$ cat src/rtl/dma_descriptor_ring_tracker_unit_macros.svh
// Assertion helpers used by the ring controller module.
// All of them sample on clk and are disabled while arst_n is low.
`ifndef DMA_DESCRIPTOR_RING_TRACKER_UNIT_MACROS_SVH
`define DMA_DESCRIPTOR_RING_TRACKER_UNIT_MACROS_SVH

// Same-cycle implication.
`define DRT_ASSERT_IMPL(label, ante, cons, msg) \
	label: assert property (@(posedge clk) disable iff (!arst_n) (ante) |-> (cons)) \
		else $error(msg);

// Next-cycle implication.
`define DRT_ASSERT_NEXT(label, ante, cons, msg) \
	label: assert property (@(posedge clk) disable iff (!arst_n) (ante) |=> (cons)) \
		else $error(msg);

`endif

$ cat src/rtl/drt_pkg.sv
package drt_pkg;

	// Ring geometry.
	localparam int NUM_DESC = 128;
	localparam int IDX_W    = $clog2(NUM_DESC);

	// Fixed field widths of the command and result channels.
	localparam int SLOT_W   = 7;
	localparam int STAT_W   = 64;

	// Configuration port geometry: 64-bit registers at 8-byte spacing.
	localparam int DATA_W   = 64;
	localparam int ADDR_W   = 5;

	// Register indexes.
	localparam logic [1:0] REG_CLOSING  = 2'd0;
	localparam logic [1:0] REG_EXC_MASK = 2'd1;
	localparam logic [1:0] REG_CMP_MASK = 2'd2;

	typedef enum logic [0:0] {
		CMD_POST   = 1'b0,
		CMD_FINISH = 1'b1
	} cmd_t;

	typedef enum logic [1:0] {
		RC_OK      = 2'd0,
		RC_CLOSING = 2'd1,
		RC_FULL    = 2'd2,
		RC_HW_ERR  = 2'd3
	} res_code_t;

	typedef enum logic [1:0] {
		OC_ERROR     = 2'd0,
		OC_COMPLETED = 2'd1,
		OC_CANCELED  = 2'd2
	} outcome_t;

	// Register contents handed to the ring controller.
	typedef struct packed {
		logic              closing;
		logic [STAT_W-1:0] exc_mask;
		logic [STAT_W-1:0] cmp_mask;
	} cfg_t;

	// Access request to the busy-bit store.
	typedef struct packed {
		logic             wr_en;
		logic [IDX_W-1:0] wr_addr;
		logic             wr_data;
		logic             rd_en;
		logic [IDX_W-1:0] rd_addr;
	} mem_req_t;

endpackage

$ cat src/rtl/drt_cfg_regs.sv
module drt_cfg_regs (
	input  logic                         clk,
	input  logic                         arst_n,
	input  logic                         psel,
	input  logic                         penable,
	input  logic                         pwrite,
	input  logic [drt_pkg::ADDR_W-1:0]   paddr,
	input  logic [drt_pkg::DATA_W-1:0]   pwdata,
	output logic [drt_pkg::DATA_W-1:0]   prdata,
	output logic                         pready,
	output drt_pkg::cfg_t                cfg
);

	logic       wr_fire;
	logic [1:0] reg_idx;
	logic                         closing_q;
	logic [drt_pkg::STAT_W-1:0]   exc_mask_q;
	logic [drt_pkg::STAT_W-1:0]   cmp_mask_q;

	// Registers sit on 8-byte boundaries; the low address bits are ignored.
	assign reg_idx = paddr[4:3];
	assign wr_fire = psel && penable && pwrite;
	assign pready  = 1'b1;

	// Register writes during the access phase.
	always_ff @(posedge clk or negedge arst_n) begin
		if (!arst_n) begin
			closing_q  <= 1'b0;
			exc_mask_q <= '0;
			cmp_mask_q <= drt_pkg::STAT_W'(1);
		end else if (wr_fire) begin
			unique case (reg_idx)
				drt_pkg::REG_CLOSING:  closing_q  <= pwdata[0];
				drt_pkg::REG_EXC_MASK: exc_mask_q <= pwdata;
				drt_pkg::REG_CMP_MASK: cmp_mask_q <= pwdata;
				default: ;
			endcase
		end
	end

	// Read mux.
	always_comb begin
		unique case (reg_idx)
			drt_pkg::REG_CLOSING:  prdata = drt_pkg::DATA_W'(closing_q);
			drt_pkg::REG_EXC_MASK: prdata = exc_mask_q;
			drt_pkg::REG_CMP_MASK: prdata = cmp_mask_q;
			default:               prdata = '0;
		endcase
	end

	assign cfg.closing  = closing_q;
	assign cfg.exc_mask = exc_mask_q;
	assign cfg.cmp_mask = cmp_mask_q;

endmodule

$ cat src/rtl/drt_busy_store.sv
module drt_busy_store (
	input  logic              clk,
	input  logic              arst_n,
	input  drt_pkg::mem_req_t req,
	output logic              rd_data
);

	logic                         mem_q [drt_pkg::NUM_DESC];
	logic [drt_pkg::NUM_DESC-1:0] valid_q;
	logic                         rd_q;
	logic                         rd_valid_q;

	// Busy-bit memory: one write and one registered read per cycle.
	always_ff @(posedge clk) begin
		if (req.wr_en) begin
			mem_q[req.wr_addr] <= req.wr_data;
		end
		if (req.rd_en) begin
			rd_q <= mem_q[req.rd_addr];
		end
	end

	// Per-entry valid bits so that never-written slots read as free.
	always_ff @(posedge clk or negedge arst_n) begin
		if (!arst_n) begin
			valid_q    <= '0;
			rd_valid_q <= 1'b0;
		end else begin
			if (req.wr_en) begin
				valid_q[req.wr_addr] <= 1'b1;
			end
			if (req.rd_en) begin
				rd_valid_q <= valid_q[req.rd_addr];
			end
		end
	end

	assign rd_data = rd_q && rd_valid_q;

endmodule

$ cat src/rtl/drt_ring_ctrl.sv
`include "dma_descriptor_ring_tracker_unit_macros.svh"

module drt_ring_ctrl (
	input  logic                        clk,
	input  logic                        arst_n,
	input  drt_pkg::cfg_t               cfg,
	input  logic                        in_valid,
	output logic                        in_stall,
	input  logic                        cmd,
	input  logic [drt_pkg::SLOT_W-1:0]  slot,
	input  logic [drt_pkg::STAT_W-1:0]  status_word,
	input  logic [drt_pkg::SLOT_W-1:0]  read_pointer,
	input  logic                        post_ok,
	output logic                        out_valid,
	input  logic                        out_stall,
	output logic [1:0]                  result_code,
	output logic [drt_pkg::SLOT_W-1:0]  assigned_slot,
	output logic [1:0]                  outcome,
	output logic [drt_pkg::SLOT_W-1:0]  ring_head,
	output logic [drt_pkg::SLOT_W-1:0]  used_count,
	output drt_pkg::mem_req_t           mem_req,
	input  logic                        mem_rd_data
);

	typedef enum logic [2:0] {
		ST_IDLE,
		ST_POST,
		ST_CLEAR,
		ST_READ,
		ST_CHECK,
		ST_DONE
	} state_t;

	localparam int W = drt_pkg::IDX_W;

	state_t                       state_q;
	logic [drt_pkg::SLOT_W-1:0]   slot_q;
	logic [drt_pkg::STAT_W-1:0]   status_q;
	logic [drt_pkg::SLOT_W-1:0]   rp_q;
	logic                         post_ok_q;
	logic [W-1:0]                 head_q;
	logic [W-1:0]                 count_q;
	drt_pkg::res_code_t           code_q;
	logic [W-1:0]                 given_q;
	drt_pkg::outcome_t            outc_q;

	logic                         in_fire;
	logic [W:0]                   slot_sum;
	logic [W-1:0]                 next_slot;
	logic [W-1:0]                 head_inc;
	logic                         ring_full;
	logic                         post_take;
	logic                         slot_in_range;
	logic                         walk_stop;
	logic                         out_free;
	drt_pkg::outcome_t            classify;

	assign in_stall = (state_q != ST_IDLE);
	assign in_fire  = in_valid && !in_stall;
	assign out_free = !out_valid || !out_stall;

	// Tail slot, (head + count) wrapped at the ring size.
	assign slot_sum  = {1'b0, head_q} + {1'b0, count_q};
	assign next_slot = (slot_sum >= (W+1)'(drt_pkg::NUM_DESC)) ?
		W'(slot_sum - (W+1)'(drt_pkg::NUM_DESC)) : slot_sum[W-1:0];
	assign head_inc  = (head_q == W'(drt_pkg::NUM_DESC - 1)) ? '0 : head_q + 1'b1;
	assign ring_full = (count_q >= W'(drt_pkg::NUM_DESC - 1));
	assign post_take = !cfg.closing && !ring_full && post_ok_q;
	assign slot_in_range = (32'(slot_q) < drt_pkg::NUM_DESC);

	// The walk ends at a busy head slot, an empty ring or the read pointer.
	assign walk_stop = mem_rd_data || (count_q == '0) || (32'(head_q) == 32'(rp_q));

	// Exception bits take priority over completion bits.
	always_comb begin
		if ((status_q & cfg.exc_mask) != '0) begin
			classify = drt_pkg::OC_ERROR;
		end else if ((status_q & cfg.cmp_mask) != '0) begin
			classify = drt_pkg::OC_COMPLETED;
		end else begin
			classify = drt_pkg::OC_CANCELED;
		end
	end

	// Busy-store accesses: set on a taken post, clear on finish, read during the walk.
	always_comb begin
		mem_req.wr_en   = 1'b0;
		mem_req.wr_addr = next_slot;
		mem_req.wr_data = 1'b1;
		mem_req.rd_en   = (state_q == ST_READ);
		mem_req.rd_addr = head_q;
		if (state_q == ST_POST) begin
			mem_req.wr_en = post_take;
		end else if (state_q == ST_CLEAR) begin
			mem_req.wr_en   = slot_in_range;
			mem_req.wr_addr = W'(slot_q);
			mem_req.wr_data = 1'b0;
		end
	end

	// Sequencer with ring state and the result register.
	always_ff @(posedge clk or negedge arst_n) begin
		if (!arst_n) begin
			state_q   <= ST_IDLE;
			out_valid <= 1'b0;
			head_q    <= '0;
			count_q   <= '0;
		end else begin
			if (state_q == ST_DONE && out_free) begin
				out_valid <= 1'b1;
			end else if (!out_stall) begin
				out_valid <= 1'b0;
			end
			unique case (state_q)
				ST_IDLE: begin
					if (in_fire) begin
						slot_q    <= slot;
						status_q  <= status_word;
						rp_q      <= read_pointer;
						post_ok_q <= post_ok;
						state_q   <= (cmd == drt_pkg::CMD_FINISH) ? ST_CLEAR : ST_POST;
					end
				end
				ST_POST: begin
					outc_q  <= drt_pkg::OC_ERROR;
					if (cfg.closing) begin
						code_q  <= drt_pkg::RC_CLOSING;
						given_q <= '0;
					end else if (ring_full) begin
						code_q  <= drt_pkg::RC_FULL;
						given_q <= '0;
					end else if (!post_ok_q) begin
						code_q  <= drt_pkg::RC_HW_ERR;
						given_q <= '0;
					end else begin
						code_q  <= drt_pkg::RC_OK;
						given_q <= next_slot;
						count_q <= count_q + 1'b1;
					end
					state_q <= ST_DONE;
				end
				ST_CLEAR: begin
					outc_q  <= classify;
					code_q  <= drt_pkg::RC_OK;
					given_q <= '0;
					state_q <= ST_READ;
				end
				ST_READ: begin
					state_q <= ST_CHECK;
				end
				ST_CHECK: begin
					if (walk_stop) begin
						state_q <= ST_DONE;
					end else begin
						count_q <= count_q - 1'b1;
						head_q  <= head_inc;
						state_q <= ST_READ;
					end
				end
				ST_DONE: begin
					if (out_free) begin
						result_code   <= code_q;
						assigned_slot <= drt_pkg::SLOT_W'(given_q);
						outcome       <= outc_q;
						ring_head     <= drt_pkg::SLOT_W'(head_q);
						used_count    <= drt_pkg::SLOT_W'(count_q);
						state_q       <= ST_IDLE;
					end
				end
				default: state_q <= ST_IDLE;
			endcase
		end
	end

	`DRT_ASSERT_IMPL(a_count_bound, 1'b1, count_q <= W'(drt_pkg::NUM_DESC - 1), "ring count overflow")
	`DRT_ASSERT_NEXT(a_accept_locks, in_fire, in_stall, "input taken while a command is in flight")
	`DRT_ASSERT_NEXT(a_post_grows, state_q == ST_POST && post_take, count_q == $past(count_q) + 1'b1, "taken post did not grow the ring")
	`DRT_ASSERT_NEXT(a_walk_retires, state_q == ST_CHECK && !walk_stop, count_q == $past(count_q) - 1'b1 && state_q == ST_READ, "retire step lost")

endmodule

$ cat src/rtl/dma_descriptor_ring_tracker_unit.sv
// Channel   Direction  Handshake            Payload
// command   in         in_valid / in_stall  cmd, slot, status_word, read_pointer, post_ok
// result    out        out_valid/ out_stall result_code, assigned_slot, outcome,
//                                           ring_head, used_count
// config    in         APB write/read       engine_closing, exception_mask, completed_mask
//
// A post runs through the POST and DONE states and loads its result into the output
// register in DONE once that register is free; the next transfer is taken back in IDLE.
// A finish runs through CLEAR, then a READ and CHECK pair for each slot checked, then DONE;
// each retire step reads the busy-bit memory and then checks its registered data.
// One command is in flight at a time; the next transfer is taken while the previous
// result still waits on out_stall.
// Reset clears the ring head, count and the per-slot valid bits at once; no sweep runs.
module dma_descriptor_ring_tracker_unit (
	input  logic                        clk,
	input  logic                        arst_n,
	input  logic                        psel,
	input  logic                        penable,
	input  logic                        pwrite,
	input  logic [drt_pkg::ADDR_W-1:0]  paddr,
	input  logic [drt_pkg::DATA_W-1:0]  pwdata,
	output logic [drt_pkg::DATA_W-1:0]  prdata,
	output logic                        pready,
	input  logic                        in_valid,
	output logic                        in_stall,
	input  logic                        cmd,
	input  logic [drt_pkg::SLOT_W-1:0]  slot,
	input  logic [drt_pkg::STAT_W-1:0]  status_word,
	input  logic [drt_pkg::SLOT_W-1:0]  read_pointer,
	input  logic                        post_ok,
	output logic                        out_valid,
	input  logic                        out_stall,
	output logic [1:0]                  result_code,
	output logic [drt_pkg::SLOT_W-1:0]  assigned_slot,
	output logic [1:0]                  outcome,
	output logic [drt_pkg::SLOT_W-1:0]  ring_head,
	output logic [drt_pkg::SLOT_W-1:0]  used_count
);

	drt_pkg::cfg_t     cfg;
	drt_pkg::mem_req_t mem_req;
	logic              mem_rd_data;

	// Configuration registers.
	drt_cfg_regs u_cfg (
		.clk     (clk),
		.arst_n  (arst_n),
		.psel    (psel),
		.penable (penable),
		.pwrite  (pwrite),
		.paddr   (paddr),
		.pwdata  (pwdata),
		.prdata  (prdata),
		.pready  (pready),
		.cfg     (cfg)
	);

	// Per-slot busy bits.
	drt_busy_store u_busy (
		.clk     (clk),
		.arst_n  (arst_n),
		.req     (mem_req),
		.rd_data (mem_rd_data)
	);

	// Command sequencer and ring state.
	drt_ring_ctrl u_ctrl (
		.clk           (clk),
		.arst_n        (arst_n),
		.cfg           (cfg),
		.in_valid      (in_valid),
		.in_stall      (in_stall),
		.cmd           (cmd),
		.slot          (slot),
		.status_word   (status_word),
		.read_pointer  (read_pointer),
		.post_ok       (post_ok),
		.out_valid     (out_valid),
		.out_stall     (out_stall),
		.result_code   (result_code),
		.assigned_slot (assigned_slot),
		.outcome       (outcome),
		.ring_head     (ring_head),
		.used_count    (used_count),
		.mem_req       (mem_req),
		.mem_rd_data   (mem_rd_data)
	);

endmodule

$ cat config.mk
export PLATFORM = sky130hd
export DESIGN_NAME = dma_descriptor_ring_tracker_unit
export DESIGN_NICKNAME = d
export VERILOG_FILES = /design/src/rtl/drt_pkg.sv /design/src/rtl/drt_cfg_regs.sv /design/src/rtl/drt_busy_store.sv /design/src/rtl/drt_ring_ctrl.sv /design/src/rtl/dma_descriptor_ring_tracker_unit.sv
export VERILOG_INCLUDE_DIRS = /design/src /design/src/rtl
export SDC_FILE = /design/constraint.sdc
export NUM_CORES = 1
export LEC_CHECK = 0
export BUFFER_PORTS_ARGS = -buffer_cell sky130_fd_sc_hd__buf_2
export CAP_MARGIN = 20
export CORE_ASPECT_RATIO = 0.5
export CORE_MARGIN = 3
export CORE_UTILIZATION = 40
export CTS_CLUSTER_DIAMETER = 200
export DETAILED_ROUTE_END_ITERATION = 7
export GPL_TIMING_DRIVEN = 0
export MAX_ROUTING_LAYER = met4
export PLACE_DENSITY = 0.68
export SLEW_MARGIN = 20
export SYNTH_ARGS = -nofsm -noshare
export SYNTH_HDL_FRONTEND = slang
export SYNTH_SLANG_ARGS = --single-unit
export TNS_END_PERCENT = 100
$ cat constraint.sdc
create_clock -name clk -period 6.7 [get_ports clk]
set_clock_uncertainty 0.05 [all_clocks]
set_input_delay 0.67 -clock clk [delete_from_list [all_inputs] [get_ports clk]]
set_output_delay 0.67 -clock clk [all_outputs]
set_load 0.02 [all_outputs]
==> results of run 1 <==
[kinds of logic after synthesis]
| family | synth area share, % |
|---|---|
| flip-flops | 63.75 |
| AND/OR/NAND/NOR | 6.422 |
| multiplexers | 14.56 |
| XOR/XNOR | 0.7845 |
| adder cells (fa/ha/maj) | 0.8517 |
| buffers and inverters | 1.860 |
| other | 0.01679 |
| AO/OA/AOI/OAI | 11.76 |
[sequential cells by signal, indices dropped and copies added (netlist names), 3 cells and up]
signal                cells
u_ctrl.slot_q             7
u_ctrl.ring_head          7
u_cfg.cmp_mask_q         64
u_ctrl.used_count         7
u_ctrl.given_q            7
u_ctrl.head_q             7
u_cfg.exc_mask_q         64
u_ctrl.assigned_slot      7
u_busy.mem_q            128
u_ctrl.rp_q               7
u_busy.valid_q          128
u_ctrl.state_q            3
u_ctrl.status_q          64
u_ctrl.count_q            7
[repair_timing]
item                      CTS  global route
buffers inserted            0             0
hold endpoints to repair   54             0
hold buffers                1             0
[synthesized netlist by cell type (3+ instances only)]
master	n	area, um^2
or3_1	3	18.77
clkbuf_1	35	131.4
o21ai_1	5	25.02
edfxtp_1	244	7327
o31ai_1	3	22.52
mux2i_1	21	210.2
mux4_1	6	157.7
nand4_1	10	62.56
buf_2	26	130.1
a22oi_1	10	75.07
and3_1	3	18.77
buf_6	3	33.78
mux2_2	136	1531
buf_4	4	30.03
o22ai_1	3	18.77
nand2b_1	6	37.54
a21oi_1	15	75.07
a21o_1	7	52.55
a22o_1	91	797.0
xnor2_1	12	105.1
a221oi_1	31	271.5
ha_1	12	150.1
nor2b_1	8	50.05
a31oi_1	6	37.54
and2_1	4	25.02
o21ai_0	9	45.04
a211oi_1	3	22.52
nand3_1	14	70.07
buf_1	8	30.03
nand2_1	88	330.3
nor2_1	154	578.1
nand3b_1	8	60.06
nor3_1	10	50.05
o21bai_1	130	975.9
dfrtp_1	275	6882
nor4_1	4	25.02
inv_1	15	56.30
mux4_2	60	1351
nor3b_1	3	22.52
xor2_1	8	70.07
[where the power goes]
part / leakage, uW / switching [uW] / internal (uW) / total [uW]
Clock: 0.000805 / 1240 / 1670 / 2910
Combinational: 0.00383 / 2130 / 1330 / 3460
Sequential: 0.00575 / 384 / 3970 / 4360
[cells in the final DEF (no fill, tap or decap), drive strengths merged, types with 4 or more instances in the layout]
cell | netlist | layout
diode | 0 | 6
nor3b | 5 | 5
inv | 15 | 15
nand2b | 6 | 6
mux2 | 136 | 136
a22o | 91 | 91
buf | 41 | 292
nand2 | 88 | 88
o21bai | 130 | 130
a31oi | 8 | 8
a221oi | 31 | 31
a22oi | 10 | 10
clkbuf | 35 | 103
nor2b | 8 | 8
nand3b | 8 | 8
bufinv | 0 | 6
xor2 | 8 | 8
a21o | 7 | 7
dfrtp | 275 | 275
nor3 | 11 | 11
and2 | 4 | 4
nand4 | 10 | 10
mux2i | 21 | 21
o31ai | 4 | 4
clkinv | 1 | 14
ha | 12 | 12
nor2 | 154 | 154
edfxtp | 244 | 244
mux4 | 66 | 66
xnor2 | 12 | 12
nand3 | 14 | 14
a21oi | 15 | 15
nor4 | 4 | 4
o21ai | 14 | 14
[final timing paths]
check                                               start                          endpoint  slack (ns)  cells after the start
hold / removal                            status_word[11]     u_ctrl.status_q[11]$_DFFE_PP_        0.20                      1
hold reg to reg            u_ctrl.code_q[1]$_SDFFCE_PP0P_   u_ctrl.result_code[1]$_DFFE_PP_        0.39                      0
setup reg to reg             u_ctrl.head_q[0]$_DFFE_PN0P_        u_busy.mem_q[62]$_DFFE_PP_        2.69                      9
min in group asynchronous                          arst_n  u_cfg.cmp_mask_q[19]$_DFFE_PN0P_        0.55                      2
setup / recovery             u_ctrl.head_q[0]$_DFFE_PN0P_        u_busy.mem_q[62]$_DFFE_PP_        2.69                      9
max in group asynchronous                          arst_n    u_busy.valid_q[82]$_DFFE_PN0P_        4.54                      5
[final cells by class]
| class | count | area (um^2) | share of cell area (%) |
|---|---|---|---|
| Sequential cell | 520 | 14230 | 53.94 |
| Clock inverter | 21 | 295.3 | 1.119 |
| Clock buffer | 68 | 1369 | 5.187 |
| Inverter | 16 | 60.06 | 0.2276 |
| Timing Repair Buffer | 252 | 1434 | 5.434 |
| Buffer | 76 | 356.6 | 1.351 |
| Tap cell | 744 | 930.9 | 3.528 |
| Multi-Input combinational cell | 916 | 7694 | 29.15 |
| Antenna cell | 6 | 15.01 | 0.05690 |
[metal layers]
metal | wire length (um) | share of wire [%] | track usage [%]
met4 | 2622 | 4.0 | 8.142
met3 | 5076 | 7.7 | 3.843
met2 | 31390 | 47 | 36.17
met1 | 27240 | 41 | 30.54
met5 | 0 | 0 | -
[stage by stage]
stage               total power [uW]  area, um^2  cells  util [%]  setup TNS, ns
finish                         10720       26390   2619     48.49              0
global route                   11210       26390   2619     48.49              0
CTS                            10730       26370   2613     48.46              0
detailed placement              7825       24700   2523     45.38              0
global placement                7745       24480   2515     44.97        -534.03
floorplan                       6593       22330   1528         -              0
[worst max-delay path, cell delays in order (launching register included)]
cell     delay (ns)
dfrtp_1        0.48
ha_1           0.28
fa_1           0.41
a21o_1         0.18
a21oi_1        0.28
xnor2_1        0.22
o31ai_1        0.92
nand2_1        0.40
buf_2          0.32
nor2_1         0.15
==> run summary, run 1 <==
Status: finished, final reports clean
Wirelength per Cell: 25.33 um
Area of the die: 0.05886 mm^2
# Max-Cap Violations: 0
Port Buffers: 243
Hpwl dp: 47,050 um
Largest net degree at the start of global routing: 90
H-tree depth: 2
HP Class: in -> reg
Iteration-0 DRC Markers: 1,586
Share of cells above drive strength 1: 30.07%
Starting Density: 41.03%
Drt first pass iters: 6
Clk sink count: 520
Worst IR Drop VDD: 0.2117 mV
Die Height: 173.1 um
Area of the core: 0.05443 mm^2
Worst Path Max Fanout: 10
Crit end category: flop
RSZ-0062 raised after global routing: false
Required time of the critical path: 6.92 ns
CP Launch Type: flop
Via count: 15,140
Number of global-route vias before repair: 15,380
CTS Buffer Depth: 3
Actual slew at the worst max-slew pin: 1.382 ns
Ys flop type: dfrtp_1
#FFs+latches synth: 520
Ys Warns: 0
Num ports: 248
Syn_area_per_cell: 14.61 um^2
Max Slew Vio Count: 0
First-pass GRT wire length: 100,100 um
Headroom to the max-slew limit: 7.186%
Post-Synthesis Cells: 1,528
Distinct cells, synth: 67
Via density: 5.779
Root buf cell: clkbuf_16
Max Fclk: 249.5 MHz
Worst-skew pair later-pin latency: 0.59 ns
Drt total wl: 66,330 um
Fill count: 4,727
Setup WS pre-CTS: 2.834 ns
Post-synth EDFFs: 244
# DRC: 0
Area Growth Syn to Fin: 18.18%
WHS: 0.1976 ns
Nets@finish: 2,000
Final number of setup-violating endpoints: 0
Placer Congestion: 0.9126
Post-synth ARST share: 53.08%
Global route overflow: 0
DIE WIDTH: 340.1 um
Static Leak: 0.01039 uW
CTS buffer count: 48
PostCTS Resize Cnt: 0
Post-route setup slack: 2.692 ns
Syn Std Cell Area: 0.02233 mm^2
Pwr/cell area: 406.4 mW/mm^2
Initial antenna violation count: 6
Antenna viol nets, final: 0
Data arrival, critical path: 4.23 ns
FP Rows: 60
Crit path kind: reg -> reg
Sequential share of the synthesized area: 63.75%
Synth Net Count: 1,698
Final period util: 59.82%
Total GRT Usage: 23.06%
Final Hold Vio Count: 0
Clock transition at path regs: 0.07 ns
CTS tree: built
Min Tclk post-route: 4.008 ns
Note: power is estimated with default switching activity, not from simulation.
==> run 2: changes to the inputs <==
--- a/config.mk
+++ b/config.mk
@@ -6,6 +6,7 @@
 export SDC_FILE = /design/constraint.sdc
 export NUM_CORES = 1
 export LEC_CHECK = 0
+export ABC_AREA = 1
 export BUFFER_PORTS_ARGS = -buffer_cell sky130_fd_sc_hd__buf_2
 export CAP_MARGIN = 20
 export CORE_ASPECT_RATIO = 0.5
@@ -15,7 +16,7 @@
 export DETAILED_ROUTE_END_ITERATION = 7
 export GPL_TIMING_DRIVEN = 0
 export MAX_ROUTING_LAYER = met4
-export PLACE_DENSITY = 0.68
+export PLACE_DENSITY = 0.7
 export SLEW_MARGIN = 20
 export SYNTH_ARGS = -nofsm -noshare
 export SYNTH_HDL_FRONTEND = slang
==> constraint.sdc (replaced) <==
create_clock -name clk -period 3.4 [get_ports clk]
set_clock_uncertainty 0.05 [all_clocks]
set_input_delay 0.34 -clock clk [delete_from_list [all_inputs] [get_ports clk]]
set_output_delay 0.34 -clock clk [all_outputs]
set_load 0.02 [all_outputs]
==> run summary, run 2 <==
Status: finished, final reports clean
CP Launch Type: flop
Combinational Power Share: 36.7%
Syn_area_per_cell: 9.197 um^2
Syn Std Cell Area: 0.02329 mm^2
Required time of the critical path: 3.69 ns
Synth top cells by count: nand2_1 (571), inv_1 (451), dfrtp_1 (275)
Area of the core: 0.05656 mm^2
Distinct cells, synth: 42
Clock transition at path regs: 0.07 ns
Switch share: 40.91%
Final Hold Vio Count: 0
RSZ-0062 raised after global routing: false
Root buf cell: clkbuf_16
Pwr/cell area: 756.7 mW/mm^2
Postcts setup bufs: 0
Most frequent cells in the layout: nand2_1 (571), inv_1 (451), buf_2 (276)
Hold path cells: 3
CTS tree: built
R2R cell count: 12
Metal3 WL: 8584 um
Worst-skew pair later-pin latency: 0.61 ns
Flop pwr share: 38.6%
Via count: 20,530
Share of cells above drive strength 1: 12.82%
M1 WL: 31,280 um
Synth Net Count: 2,702
Clk network pwr share: 24.7%
Yosys top cell area share: 31.46%
Biggest regs: u_busy.mem_q (128), u_busy.valid_q (128)
Area of the die: 0.06133 mm^2
Clk sink count: 520
Hold wc startpoint: paddr[4]
Ys Warns: 0
Synth area leaders: edfxtp_1 (31%), dfrtp_1 (30%), nand2_1 (9.2%)
Routed met2 length: 36,850 um
# DRC: 0
Max Fclk: 304.9 MHz
Biggest area consumer among synthesized cells: edfxtp_1
Worst Hold End: u_cfg.closing_q$_DFFE_PN0P_
Max Used Layer: met4
Crit path kind: reg -> reg
Number of buffers and inverters on the critical path: 3
Initial antenna violation count: 3
H-tree depth: 2
Final number of setup-violating endpoints: 0
NetSw: 8871 uW
CTS Buffer Depth: 3
Most common cell after layout, fill and taps aside: nand2_1
Post-synth ARST share: 53.08%
# Max-Cap Violations: 0
Post-Synthesis Cells: 2,532
Setup TNS: 0 ns
CP max stage delay: 0.67 ns
WHS: 0.01555 ns
Wirelength per Cell: 21.45 um
Post-synth EDFFs: 244
Critical path startpoint: u_ctrl.head_q[1]$_DFFE_PN0P_
Sequential share of the synthesized area: 61.13%
Headroom to the max-slew limit: 16.76%
Ys flop type: dfrtp_1
R2r startpoint: u_ctrl.head_q[1]$_DFFE_PN0P_
CTS buffer count: 48
Drt first pass iters: 5
Port Buffers: 243
Crit end category: flop
Static Leak: 0.01403 uW
Global route overflow: 0
DIE WIDTH: 347.2 um
Area Growth Syn to Fin: 23.05%
Most numerous cell in the Yosys netlist: nand2_1
HP Class: in -> reg
Antenna viol nets, final: 0
Crit-path cells: buf_2 -> buf_2 -> clkbuf_1 -> nand3_1 -> nand3_1 -> nand2_1 -> a21oi_1 -> nand2_1 -> nand3_1 -> nand2_1 -> nand2_1 -> nand2_1
P_int: 12,810 uW
Number of global-route vias before repair: 20,130
Placer Congestion: 0.9489
Placed Cells: 3,540
Largest net degree at the start of global routing: 102
Actual slew at the worst max-slew pin: 1.249 ns
Slowest-stage cell, CP: clkbuf_1
First-pass GRT wire length: 120,900 um
Starting Density: 41.18%
Via density: 5.433
Worst Path Max Fanout: 10
Total GRT Usage: 26.84%
Final period util: 96.47%
FP Rows: 61
Hpwl dp: 55,200 um
Flop2flop setup slack: 0.12 ns
Final Non-Filler Cells: 3,778
Iteration-0 DRC Markers: 2,510
Worst IR Drop VDD: 0.4586 mV
Max Slew Vio Count: 0
Min Tclk post-route: 3.280 ns
Die Height: 176.6 um
Drt total wl: 81,030 um
Crit-path most repeated cell: nand2_1
Reg-to-reg critical path endpoint: u_busy.rd_q$_DFFE_PP_
Data arrival, critical path: 3.57 ns
#FFs+latches synth: 520
Worst path top cell family by delay: buffers and inverters
Nets@finish: 3,149
Num ports: 248
-- run 2: cell count changes after synthesis, moves of 88 or more --
| cell | before | now |
|---|---|---|
| o21ai_0 | 9 | 226 |
| mux2_2 | 136 | 0 |
| a22o_1 | 91 | 3 |
| o21bai_1 | 130 | 1 |
| nand2_1 | 88 | 571 |
| inv_1 | 15 | 451 |
| nand3_1 | 14 | 259 |
-- run 2: cell type report --
type	count	area (um^2)
diodes	3	7.507
flip-flops and latches	520	14230
repair buffers	397	2867
plain buffers	128	560.5
clock buffers	71	1359
multi-input cells	1423	6809
fillers	5140	27900
clock inverters	19	142.6
well taps	756	945.9
inverters	461	1730
-- run 2: worst max path at each step --
stage	cells after the start	to
floorplan	3	u_ctrl.post_ok_q$_DFFE_PP_
global placement	3	u_ctrl.status_q[10]$_DFFE_PP_
detailed placement	12	u_busy.mem_q[51]$_DFFE_PP_
CTS	12	u_busy.mem_q[50]$_DFFE_PP_
global route	12	u_busy.mem_q[100]$_DFFE_PP_
finish	12	u_busy.rd_q$_DFFE_PP_
-- run 2: worst min-delay path, cell delays in order --
cell and delay [ns]:
buf_2 0.10, nor3_1 0.07, o21ai_0 0.13
-- run 2: kinds of logic (layout without fill, tap and decap cells) --
family | after synthesis | after routing | synth area share [%]
other | 1 | 4 | 0.01610
AND/OR/NAND/NOR | 989 | 989 | 17.86
buffers and inverters | 589 | 1076 | 9.789
AO/OA/AOI/OAI | 397 | 397 | 9.564
XOR/XNOR | 22 | 22 | 0.8274
adder cells (fa/ha/maj) | 14 | 14 | 0.8167
flip-flops | 520 | 520 | 61.13
-- run 2: per-layer routing --
layer / GRT usage (%) / up-vias
met3: 6.098 / 303
met2: 42.04 / 1273
met5: - / -
met4: 12.46 / 0
li1: - / 9096
met1: 33.42 / 9855
-- run 2: power groups by stage --
stage                     Combinational [uW]  Clock [uW]  Sequential, uW
after global placement                  7270           0            8480
after detailed placement                7480           0            8470
final                                   7960        5350            8380
after floorplan                         4480           0            8370
after global routing                    8490        5620            8470
after CTS                               7670        5340            8360
-- run 2: stage by stage --
stage / total power (uW) / util, % / cell area (um^2) / setup slack, ns
final: 21690 / 50.67 / 28660 / 0.1199
after global routing: 22580 / 50.67 / 28660 / 0.04487
after CTS: 21370 / 50.61 / 28620 / 0.03496
after detailed placement: 15950 / 45.38 / 25670 / 0.04930
after global placement: 15750 / 45.00 / 25450 / -6.056
after floorplan: 12850 / - / 23290 / 0.02018
-- run 2: timing repair --
action / in CTS / in global routing
hold buffers: 145 / 0
gates resized for setup: 0 / 7
endpoints found under the hold margin: 313 / 0
setup endpoints to repair: 0 / 53
